--- src/design/mbsp_pkg.sv ---
// shared types and byte codes for the midi byte stream parser
package mbsp_pkg;

    localparam logic [7:0] STATUS_MIN   = 8'h80;
    localparam logic [7:0] SYSEX_START  = 8'hF0;
    localparam logic [7:0] MTC_QFRAME   = 8'hF1;
    localparam logic [7:0] SONG_POS     = 8'hF2;
    localparam logic [7:0] SONG_SELECT  = 8'hF3;
    localparam logic [7:0] TUNE_REQUEST = 8'hF6;
    localparam logic [7:0] SYSEX_END    = 8'hF7;
    localparam logic [7:0] REALTIME_MIN = 8'hF8;
    localparam logic [7:0] SYSEX_ABORT  = 8'hFF;

    localparam logic [1:0] LEN_ONE   = 2'd1;
    localparam logic [1:0] LEN_TWO   = 2'd2;
    localparam logic [1:0] LEN_THREE = 2'd3;

    // result queue depth, a power of two of at least four
    localparam int RES_DEPTH = 4;

    typedef enum logic [1:0] {
        KIND_FLAGS = 2'd0,
        KIND_SHORT = 2'd1,
        KIND_SYSEX = 2'd2
    } kind_t;

    typedef enum logic [3:0] {
        MODE_INIT      = 4'd0,
        MODE_NEWSTATUS = 4'd1,
        MODE_SYSEX     = 4'd2,
        MODE_SC3_1     = 4'd3,
        MODE_SC3_2     = 4'd4,
        MODE_SC2       = 4'd5,
        MODE_G3_FIRST  = 4'd6,
        MODE_G3_1      = 4'd7,
        MODE_G3_2      = 4'd8,
        MODE_G2_FIRST  = 4'd9,
        MODE_G2        = 4'd10
    } mode_t;

    typedef struct packed {
        kind_t       kind;
        logic [7:0]  status;
        logic [6:0]  data1;
        logic [6:0]  data2;
        logic [1:0]  length;
        logic        msg_err;
        logic        ovf_err;
        logic        last;
    } res_t;

    // decoded results of one word, count is 0, 1 or 2
    typedef struct packed {
        logic [1:0] count;
        res_t       first;
        res_t       second;
    } dec_out_t;

    typedef struct packed {
        logic not_empty;
        logic no_room;
    } fifo_stat_t;

    function automatic res_t make_res(kind_t k, logic [7:0] s, logic [6:0] d1,
                                      logic [6:0] d2, logic [1:0] len);
        res_t r;
        r.kind    = k;
        r.status  = s;
        r.data1   = d1;
        r.data2   = d2;
        r.length  = len;
        r.msg_err = 1'b0;
        r.ovf_err = 1'b0;
        r.last    = 1'b0;
        return r;
    endfunction

endpackage

--- src/design/mbsp_decoder.sv ---
// parse state registers and combinational byte decode
module mbsp_decoder (
    input  logic              clk,
    input  logic              rst_n,
    input  logic              accept,
    input  logic [7:0]        rx_byte,
    input  logic              rx_overflow,
    output mbsp_pkg::dec_out_t dec
);

    mbsp_pkg::mode_t mode_reg, mode_next;
    logic [7:0] rs_reg, rs_next;
    logic [6:0] fd_reg, fd_next;
    logic [6:0] sd_reg, sd_next;
    logic [1:0] len_reg, len_next;

    logic is_status;

    // effect of taking rx_byte as a new status
    mbsp_pkg::mode_t ns_mode;
    logic [1:0]      ns_len;
    logic            ns_push;
    mbsp_pkg::res_t  ns_res;
    logic            ns_err;

    logic           push_a, push_b, err;
    mbsp_pkg::res_t res_a;
    mbsp_pkg::res_t flags_res;

    assign is_status = rx_byte >= mbsp_pkg::STATUS_MIN;

    always_comb
    begin
        ns_mode = mode_reg;
        ns_len  = len_reg;
        ns_push = 1'b0;
        ns_res  = mbsp_pkg::make_res(mbsp_pkg::KIND_SYSEX, mbsp_pkg::SYSEX_START,
                                     7'd0, 7'd0, 2'd0);
        ns_err  = 1'b0;
        unique case (rx_byte[7:4])
            4'h8, 4'h9, 4'hA, 4'hB, 4'hE:
            begin
                ns_len  = mbsp_pkg::LEN_THREE;
                ns_mode = mbsp_pkg::MODE_G3_FIRST;
            end
            4'hC, 4'hD:
            begin
                ns_len  = mbsp_pkg::LEN_TWO;
                ns_mode = mbsp_pkg::MODE_G2_FIRST;
            end
            4'hF:
            begin
                unique case (rx_byte)
                    mbsp_pkg::SYSEX_START:
                    begin
                        ns_push = 1'b1;
                        ns_mode = mbsp_pkg::MODE_SYSEX;
                    end
                    mbsp_pkg::SONG_POS:
                    begin
                        ns_len  = mbsp_pkg::LEN_THREE;
                        ns_mode = mbsp_pkg::MODE_SC3_1;
                    end
                    mbsp_pkg::MTC_QFRAME, mbsp_pkg::SONG_SELECT:
                    begin
                        ns_len  = mbsp_pkg::LEN_TWO;
                        ns_mode = mbsp_pkg::MODE_SC2;
                    end
                    mbsp_pkg::TUNE_REQUEST:
                    begin
                        ns_len  = mbsp_pkg::LEN_ONE;
                        ns_push = 1'b1;
                        ns_res  = mbsp_pkg::make_res(mbsp_pkg::KIND_SHORT,
                                                     mbsp_pkg::TUNE_REQUEST,
                                                     7'd0, 7'd0, mbsp_pkg::LEN_ONE);
                        ns_mode = mbsp_pkg::MODE_NEWSTATUS;
                    end
                    default:
                    begin
                        ns_err  = 1'b1;
                        ns_mode = mbsp_pkg::MODE_NEWSTATUS;
                    end
                endcase
            end
            default:
            begin
                // data byte, never taken as a status
                ns_err = 1'b1;
            end
        endcase
    end

    // next state
    always_comb
    begin
        mode_next = mode_reg;
        rs_next   = rs_reg;
        fd_next   = fd_reg;
        sd_next   = sd_reg;
        len_next  = len_reg;
        if (rx_byte < mbsp_pkg::REALTIME_MIN)
        begin
            unique case (mode_reg)
                mbsp_pkg::MODE_INIT:
                begin
                    if (is_status && rx_byte != mbsp_pkg::SYSEX_END)
                    begin
                        mode_next = ns_mode;
                        len_next  = ns_len;
                        rs_next   = rx_byte;
                    end
                end
                mbsp_pkg::MODE_SYSEX:
                begin
                    if (is_status && rx_byte == mbsp_pkg::SYSEX_END)
                    begin
                        mode_next = mbsp_pkg::MODE_NEWSTATUS;
                    end
                    else if (is_status)
                    begin
                        mode_next = ns_mode;
                        len_next  = ns_len;
                        rs_next   = rx_byte;
                    end
                end
                mbsp_pkg::MODE_SC3_1, mbsp_pkg::MODE_G3_FIRST, mbsp_pkg::MODE_G3_1:
                begin
                    if (is_status)
                    begin
                        mode_next = ns_mode;
                        len_next  = ns_len;
                        rs_next   = rx_byte;
                    end
                    else
                    begin
                        fd_next   = rx_byte[6:0];
                        mode_next = (mode_reg == mbsp_pkg::MODE_SC3_1) ?
                                    mbsp_pkg::MODE_SC3_2 : mbsp_pkg::MODE_G3_2;
                    end
                end
                mbsp_pkg::MODE_SC3_2, mbsp_pkg::MODE_G3_2:
                begin
                    if (is_status)
                    begin
                        mode_next = ns_mode;
                        len_next  = ns_len;
                        rs_next   = rx_byte;
                    end
                    else
                    begin
                        sd_next   = rx_byte[6:0];
                        mode_next = (mode_reg == mbsp_pkg::MODE_SC3_2) ?
                                    mbsp_pkg::MODE_NEWSTATUS : mbsp_pkg::MODE_G3_1;
                    end
                end
                mbsp_pkg::MODE_SC2, mbsp_pkg::MODE_G2_FIRST, mbsp_pkg::MODE_G2:
                begin
                    if (is_status)
                    begin
                        mode_next = ns_mode;
                        len_next  = ns_len;
                        rs_next   = rx_byte;
                    end
                    else
                    begin
                        fd_next   = rx_byte[6:0];
                        mode_next = (mode_reg == mbsp_pkg::MODE_SC2) ?
                                    mbsp_pkg::MODE_NEWSTATUS : mbsp_pkg::MODE_G2;
                    end
                end
                default:
                begin
                    if (is_status)
                    begin
                        mode_next = ns_mode;
                        len_next  = ns_len;
                        rs_next   = rx_byte;
                    end
                    else
                    begin
                        mode_next = mbsp_pkg::MODE_NEWSTATUS;
                    end
                end
            endcase
        end
    end

    // results of this word: slot a from the mode, slot b from a new status
    always_comb
    begin
        push_a = 1'b0;
        push_b = 1'b0;
        err    = 1'b0;
        res_a  = mbsp_pkg::make_res(mbsp_pkg::KIND_SHORT, rx_byte, 7'd0, 7'd0,
                                    mbsp_pkg::LEN_ONE);
        if (rx_byte >= mbsp_pkg::REALTIME_MIN)
        begin
            push_a = 1'b1;
        end
        else
        begin
            unique case (mode_reg)
                mbsp_pkg::MODE_INIT:
                begin
                    if (is_status && rx_byte != mbsp_pkg::SYSEX_END)
                    begin
                        push_b = ns_push;
                        err    = ns_err;
                    end
                end
                mbsp_pkg::MODE_SYSEX:
                begin
                    push_a = 1'b1;
                    if (!is_status)
                    begin
                        res_a = mbsp_pkg::make_res(mbsp_pkg::KIND_SYSEX, rx_byte,
                                                   7'd0, 7'd0, 2'd0);
                    end
                    else if (rx_byte == mbsp_pkg::SYSEX_END)
                    begin
                        res_a = mbsp_pkg::make_res(mbsp_pkg::KIND_SYSEX,
                                                   mbsp_pkg::SYSEX_END, 7'd0, 7'd0, 2'd0);
                    end
                    else
                    begin
                        // aborted sysex
                        res_a  = mbsp_pkg::make_res(mbsp_pkg::KIND_SYSEX,
                                                    mbsp_pkg::SYSEX_ABORT, 7'd0, 7'd0,
                                                    2'd0);
                        err    = 1'b1;
                        push_b = ns_push;
                    end
                end
                mbsp_pkg::MODE_SC3_1, mbsp_pkg::MODE_G3_FIRST:
                begin
                    if (is_status)
                    begin
                        err    = 1'b1;
                        push_b = ns_push;
                    end
                end
                mbsp_pkg::MODE_SC3_2, mbsp_pkg::MODE_G3_2:
                begin
                    if (is_status)
                    begin
                        err    = 1'b1;
                        push_b = ns_push;
                    end
                    else
                    begin
                        push_a = 1'b1;
                        res_a  = mbsp_pkg::make_res(mbsp_pkg::KIND_SHORT, rs_reg,
                                     (len_reg >= mbsp_pkg::LEN_TWO) ? fd_reg : 7'd0,
                                     (len_reg == mbsp_pkg::LEN_THREE) ? rx_byte[6:0] : 7'd0,
                                     len_reg);
                    end
                end
                mbsp_pkg::MODE_SC2, mbsp_pkg::MODE_G2_FIRST, mbsp_pkg::MODE_G2:
                begin
                    if (is_status)
                    begin
                        // running status in mode g2 takes a new status cleanly
                        err    = (mode_reg == mbsp_pkg::MODE_G2) ? ns_err : 1'b1;
                        push_b = ns_push;
                    end
                    else
                    begin
                        push_a = 1'b1;
                        res_a  = mbsp_pkg::make_res(mbsp_pkg::KIND_SHORT, rs_reg,
                                     (len_reg >= mbsp_pkg::LEN_TWO) ? rx_byte[6:0] : 7'd0,
                                     (len_reg == mbsp_pkg::LEN_THREE) ? sd_reg : 7'd0,
                                     len_reg);
                    end
                end
                mbsp_pkg::MODE_G3_1:
                begin
                    if (is_status)
                    begin
                        err    = ns_err;
                        push_b = ns_push;
                    end
                end
                default:
                begin
                    if (is_status)
                    begin
                        err    = ns_err;
                        push_b = ns_push;
                    end
                    else
                    begin
                        err = 1'b1;
                    end
                end
            endcase
        end
    end

    // pack into ordered result list
    always_comb
    begin
        flags_res  = mbsp_pkg::make_res(mbsp_pkg::KIND_FLAGS, 8'd0, 7'd0, 7'd0, 2'd0);
        dec.first  = push_a ? res_a : (push_b ? ns_res : flags_res);
        dec.second = ns_res;
        if (push_a && push_b)
        begin
            dec.count = 2'd2;
        end
        else if (push_a || push_b || err || rx_overflow)
        begin
            dec.count = 2'd1;
        end
        else
        begin
            dec.count = 2'd0;
        end
        dec.first.msg_err  = err;
        dec.first.ovf_err  = rx_overflow;
        dec.first.last     = (dec.count == 2'd1);
        dec.second.msg_err = err;
        dec.second.ovf_err = rx_overflow;
        dec.second.last    = 1'b1;
    end

    always_ff @(posedge clk or negedge rst_n)
    begin
        if (!rst_n)
        begin
            mode_reg <= mbsp_pkg::MODE_INIT;
            rs_reg   <= 8'd0;
            fd_reg   <= 7'd0;
            sd_reg   <= 7'd0;
            len_reg  <= 2'd0;
        end
        else if (accept)
        begin
            mode_reg <= mode_next;
            rs_reg   <= rs_next;
            fd_reg   <= fd_next;
            sd_reg   <= sd_next;
            len_reg  <= len_next;
        end
    end

endmodule

--- src/design/mbsp_result_fifo.sv ---
// result queue taking up to two results per word and giving one per cycle while pop is high
module mbsp_result_fifo (
    input  logic                 clk,
    input  logic                 rst_n,
    input  logic [1:0]           push_count,
    input  mbsp_pkg::dec_out_t   push_data,
    input  logic                 pop,
    output mbsp_pkg::res_t       head,
    output mbsp_pkg::fifo_stat_t stat
);

    localparam int DEPTH = mbsp_pkg::RES_DEPTH;
    localparam int PTR_W = $clog2(DEPTH);
    localparam int CNT_W = $clog2(DEPTH + 1);

    mbsp_pkg::res_t mem_reg [DEPTH];
    logic [PTR_W-1:0] wptr_reg, wptr_next;
    logic [PTR_W-1:0] rptr_reg, rptr_next;
    logic [CNT_W-1:0] cnt_reg, cnt_next;
    logic [PTR_W-1:0] wptr_plus1;

    assign wptr_plus1 = PTR_W'(wptr_reg + 1'b1);
    assign wptr_next  = PTR_W'(wptr_reg + push_count);
    assign rptr_next  = PTR_W'(rptr_reg + pop);
    assign cnt_next   = CNT_W'(cnt_reg + CNT_W'(push_count) - CNT_W'(pop));

    assign head           = mem_reg[rptr_reg];
    assign stat.not_empty = (cnt_reg != '0);
    // room for two results is kept so any word can enter
    assign stat.no_room   = (cnt_reg > CNT_W'(DEPTH - 2));

    always_ff @(posedge clk)
    begin
        if (push_count != 2'd0)
        begin
            mem_reg[wptr_reg] <= push_data.first;
        end
        if (push_count == 2'd2)
        begin
            mem_reg[wptr_plus1] <= push_data.second;
        end
    end

    always_ff @(posedge clk or negedge rst_n)
    begin
        if (!rst_n)
        begin
            wptr_reg <= '0;
            rptr_reg <= '0;
            cnt_reg  <= '0;
        end
        else
        begin
            wptr_reg <= wptr_next;
            rptr_reg <= rptr_next;
            cnt_reg  <= cnt_next;
        end
    end

endmodule

--- src/design/midi_byte_stream_parser.sv ---
// midi byte stream parser top level: one received byte per input word is decoded
// against the parse mode (running status, system common, sysex pass-through,
// realtime bypass) in the cycle it is accepted, and its zero to two result words
// go into a four-entry result queue. A byte is taken every cycle while the queue
// has two free entries, so the sustained rate is one byte per cycle when results
// are drained; a byte giving two results (sysex aborted by F0 or F6) hands them
// to the output side one at a time. The first result is registered in the queue
// and, with the queue empty, shows in the cycle after the byte is accepted.
module midi_byte_stream_parser (
    input  logic       clk,
    input  logic       rst_n,
    input  logic       in_valid,
    output logic       in_stall,
    input  logic [7:0] rx_byte,
    input  logic       rx_overflow,
    output logic       out_valid,
    input  logic       out_stall,
    output logic [1:0] kind,
    output logic [7:0] msg_status,
    output logic [6:0] msg_data1,
    output logic [6:0] msg_data2,
    output logic [1:0] msg_length,
    output logic       msg_error,
    output logic       overflow_error,
    output logic       last
);

    logic                 accept;
    logic                 pop;
    logic [1:0]           push_count;
    mbsp_pkg::dec_out_t   dec;
    mbsp_pkg::res_t       head;
    mbsp_pkg::fifo_stat_t stat;

    assign accept     = in_valid && !in_stall;
    assign pop        = out_valid && !out_stall;
    assign push_count = accept ? dec.count : 2'd0;

    mbsp_decoder u_decoder (
        .clk         (clk),
        .rst_n       (rst_n),
        .accept      (accept),
        .rx_byte     (rx_byte),
        .rx_overflow (rx_overflow),
        .dec         (dec)
    );

    mbsp_result_fifo u_fifo (
        .clk        (clk),
        .rst_n      (rst_n),
        .push_count (push_count),
        .push_data  (dec),
        .pop        (pop),
        .head       (head),
        .stat       (stat)
    );

    assign in_stall       = stat.no_room;
    assign out_valid      = stat.not_empty;
    assign kind           = head.kind;
    assign msg_status     = head.status;
    assign msg_data1      = head.data1;
    assign msg_data2      = head.data2;
    assign msg_length     = head.length;
    assign msg_error      = head.msg_err;
    assign overflow_error = head.ovf_err;
    assign last           = head.last;

    // only an aborted sysex gives two results, and the abort byte comes first
    assert property (@(posedge clk) disable iff (!rst_n)
        dec.count == 2'd2 |-> dec.first.kind == mbsp_pkg::KIND_SYSEX &&
                              dec.first.status == mbsp_pkg::SYSEX_ABORT)
        else $error("two results without sysex abort");

    assert property (@(posedge clk) disable iff (!rst_n)
        dec.count != 2'd3)
        else $error("decoder result count out of range");

    // a realtime byte always leaves a result behind
    assert property (@(posedge clk) disable iff (!rst_n)
        accept && rx_byte >= mbsp_pkg::REALTIME_MIN |=> out_valid)
        else $error("realtime byte lost");

    // input stalls only while results are held
    assert property (@(posedge clk) disable iff (!rst_n)
        in_stall |-> out_valid)
        else $error("stall with empty result queue");

endmodule
--- config.mk ---
export PLATFORM = sky130hd
export DESIGN_NAME = midi_byte_stream_parser
export DESIGN_NICKNAME = d
export VERILOG_FILES = /design/src/design/mbsp_pkg.sv /design/src/design/mbsp_decoder.sv /design/src/design/mbsp_result_fifo.sv /design/src/design/midi_byte_stream_parser.sv
export SDC_FILE = /design/constraint.sdc
export NUM_CORES = 1
export LEC_CHECK = 0
export BUFFER_PORTS_ARGS = -buffer_cell sky130_fd_sc_hd__buf_4
export CAP_MARGIN = 20
export CORE_AREA = 3 3 117 119
export CTS_CLUSTER_SIZE = 10
export DETAILED_ROUTE_END_ITERATION = 8
export DIE_AREA = 0 0 120 122
export HOLD_SLACK_MARGIN = 0.08
export PLACE_DENSITY = 0.75
export SLEW_MARGIN = 20
export SYNTH_ARGS = -nofsm -noshare
export SYNTH_HDL_FRONTEND = slang
export SYNTH_SLANG_ARGS = --single-unit
export TNS_END_PERCENT = 20
--- constraint.sdc ---
create_clock -name clk -period 3.65 [get_ports clk]
set_input_delay 0.5475 -clock clk [delete_from_list [all_inputs] [get_ports clk]]
set_output_delay 0.5475 -clock clk [all_outputs]
set_load 0.02 [all_outputs]
==> results.md <==
- Initial drt markers: between 600 and 700
- Commonest cells in the synthesized netlist: 88 x dfxtp_1, 84 x nand2_1, 51 x mux2i_1
- Psw: approximately 0.0029 W
- Top-area cell type share of the netlist area: between 20% and 30%
- Core box area: roughly 0.013 mm2
- Clock Latency Late Sink: 430 ps
- Placer Congestion: around 0.96
- Ys flop type: dfxtp_1
- Async set or reset register ratio after synthesis: a little under a quarter
- Slowest stage delay, CP: 760 ps
- Post-synth top area cell: dfxtp_1
- Buf/Inv on CP: 1
- Post-synthesis sequential area ratio: a little under half
- Count of state elements after synthesis: between 150 and 200
- Pins Over Slew Limit: 0
- Final core utilization: between 60% and 70%
- Hold_ws: ~440 ps
- Global route total overflow: 0
- Max Cap Violations: 0
- Number of global-route vias before repair: between 6000 and 7000
- Pwr Density: 871 mW/mm2
- Logic pwr share: 39.0%
- Vias per cell: ~6.6
- Crit path kind: flip-flop to flip-flop
- Die extent in x: roughly 120 um
- GRT Util Overall: between 20% and 30%
- Power Internal: roughly 0.0046 W
- EDFF count, synth: 28
- Synth unique cells: 70
- Synthesized instance count: between 700 and 800
- Kind of cell adding the most delay to the critical path: compound AO/OA/AOI/OAI gates
- Register share of total power: about 37%
- CTS H-tree lvls: 4
- Critical Path Sink Type: flip-flop
- Die H: 122 um
- Longest Clk Path Bufs: 2
- Root Buffer: clkbuf_16
- Worst slew margin: about 36%
- Hold Path Class: input pin to flip-flop
- Setup violators final: 0
- Area grow syn2layout: 13.1%
- Global-route wire length before repair: ~33000 um
- Post-route ant nets: 0
- Largest register FFs: 116
- Die area: around 0.015 mm2
- Num rows: 41
- Pre-CTS setup slack: between 400 and 500 ps
- Syn_nets: 737
- Max Freq: between 300 and 400 MHz
- Setup TNS: 0 ps
- Fin crit share: between 90% and 100%
- Critical-path cell list: nor3b_1 > o21ai_1 > a21oi_1 > o31ai_1 > nor3b_1 > o41a_1 > ha_1 > inv_1 > fa_1 > xor2_1 > xnor2_1
- Drt pass-1 iters: 5
- Initial antenna violation count: 0
- Via count: approximately 6100
- Cell Count, Final, Fillers Out: 922
- Final min period: between 3000 and 4000 ps
- Initial core utilization: roughly three fifths
- Final setup margin: ~330 ps
- Layout cell share with drive strength beyond 1: roughly 22%
- Leak: 3.52 nW
- Clock slew at reported path FFs: approximately 60 ps
- Sw frac: between 30% and 40%
- Dpl cells: a little under 900
- Startpoint Class: flip-flop
- Yosys warnings: 0
- CP most frequent cell: nor3b_1
- CP arrival: about 3700 ps
- Most frequent cell after synthesis: dfxtp_1
- Worst vdd ir: between 0.5 and 0.6 mV
- Number of buffers created by CTS: 17
- Hold Fails Final Rpt: 0
- Slew @ Worst Pin: roughly 950 ps
- Top-level I/O count: 44
- Ant diodes: 0
- Largest net degree at the start of global routing: 36
- Routed wire length: 20100 um
- Clock share of power: 24.3%
- Hpwl dp: 13500 um
- Unrepaired setup endpoints after global routing: false
- Residual DRC: 0
- Critical-path top delay cell: dfrtp_1
- Synth Cell Area: around 0.0076 mm2
- WP data required: 3990 ps
- PortBufs: 43
- TritonCTS clock tree: built
- Syn_area_per_cell: around 11 um2
- Worst-path fanout max: 21
- Fin Clk Skew: 6.91 ps
- WL/cell: around 22 um
- CTS sink cnt: ~150
- Final net count: around 760
- Status: finished, final reports clean
- Area contributors post-synth: dfxtp_1 23%, dfrtp_1 11%, edfxtp_1 11%
## worst paths after layout
path | from | slack, ps | end | cells past startpoint
min reg2reg | u_fifo.mem_reg[1][16]$_SDFFE_PP0P_ | 460 | u_fifo.mem_reg[1][16]$_SDFFE_PP0P_ | 2
min | rx_byte[4] | 440 | u_decoder.fd_reg[4]$_DFFE_PN0P_ | 2
max in group asynchronous | rst_n | 2690 | u_fifo.rptr_reg[1]$_DFF_PN0_ | 2
max | u_decoder.mode_reg[3]$_DFFE_PN0P_ | 330 | u_fifo.cnt_reg[2]$_DFF_PN0_ | 11
max reg2reg | u_decoder.mode_reg[3]$_DFFE_PN0P_ | 330 | u_fifo.cnt_reg[2]$_DFF_PN0_ | 11
min in group asynchronous | rst_n | 620 | u_decoder.mode_reg[1]$_DFFE_PN0P_ | 2
## per-layer routing
metal / GRT usage (%) / up-vias / wire (um) / part of all wire [%]
met2: 45.3 / 334 / 9530 / 47
li1: - / 2730 / - / -
met4: 10.9 / 0 / 519 / 2.6
met1: 37.9 / 2972 / 8340 / 41
met5: 0 / - / 0 / 0
met3: 8.17 / 52 / 1750 / 8.7
## cell type report
| cell class | instances | area, um2 |
|---|---|---|
| fillers | 975 | 4040 |
| multi-input cells | 489 | 3770 |
| flip-flops and latches | 151 | 3480 |
| repair buffers | 66 | 498 |
| clock buffers | 19 | 464 |
| well taps | 172 | 215 |
| clock inverters | 13 | 155 |
| inverters | 12 | 45.0 |
## repair_timing
action | in CTS | in global routing
gates resized for setup | 0 | 0
hold buffers | 1 | 0
hold endpoints to repair | 7 | 0
endpoints found under the setup margin | 0 | 0
buffers inserted | 0 | 0
## through the flow
stage | cell area (um2) | power (W)
after floorplan | 7630 | 0.00478
final | 8630 | 0.00752
after detailed placement | 8000 | 0.00566
after global placement | 8000 | 0.00555
after CTS | 8630 | 0.00750
after global routing | 8630 | 0.00793
## cells by family after synthesis
logic type / after synthesis / synth area share (%)
adder cells (fa/ha/maj): 6 / 1.08
AND/OR/NAND/NOR: 204 / 13.3
AO/OA/AOI/OAI: 167 / 15.4
XOR/XNOR: 9 / 1.03
multiplexers: 103 / 18.7
flip-flops: 151 / 45.6
buffers and inverters: 78 / 5.02
## power by group through the flow
stage / logic (W) / registers (W) / clock network, W
5_1_grt: 0.00316 / 0.00285 / 0.00192
3_5_place_dp: 0.00287 / 0.00279 / 0
4_1_cts: 0.00290 / 0.00276 / 0.00184
2_1_floorplan: 0.00232 / 0.00246 / 0
3_3_place_gp: 0.00279 / 0.00276 / 0
6_report: 0.00293 / 0.00277 / 0.00182
## cell usage in the layout, fill, tap and decap left out, drive strengths merged, types with 27 or more instances in the layout
master  instances
dfxtp          88
nand2          84
buf            65
mux2i          51
nor2           47
dfrtp          35
o21ai          35
mux4           29
edfxtp         28
a21oi          27
## worst reg2reg max path, cell delays in order, from the launching register on
cell and delay [ps]:
dfrtp_1 760, nor3b_1 520, o21ai_1 170, a21oi_1 360
o31ai_1 120, nor3b_1 180, o41a_1 380, ha_1 210
inv_1 60, fa_1 170, xor2_1 170, xnor2_1 140
Power figures use the tool's default switching activity.
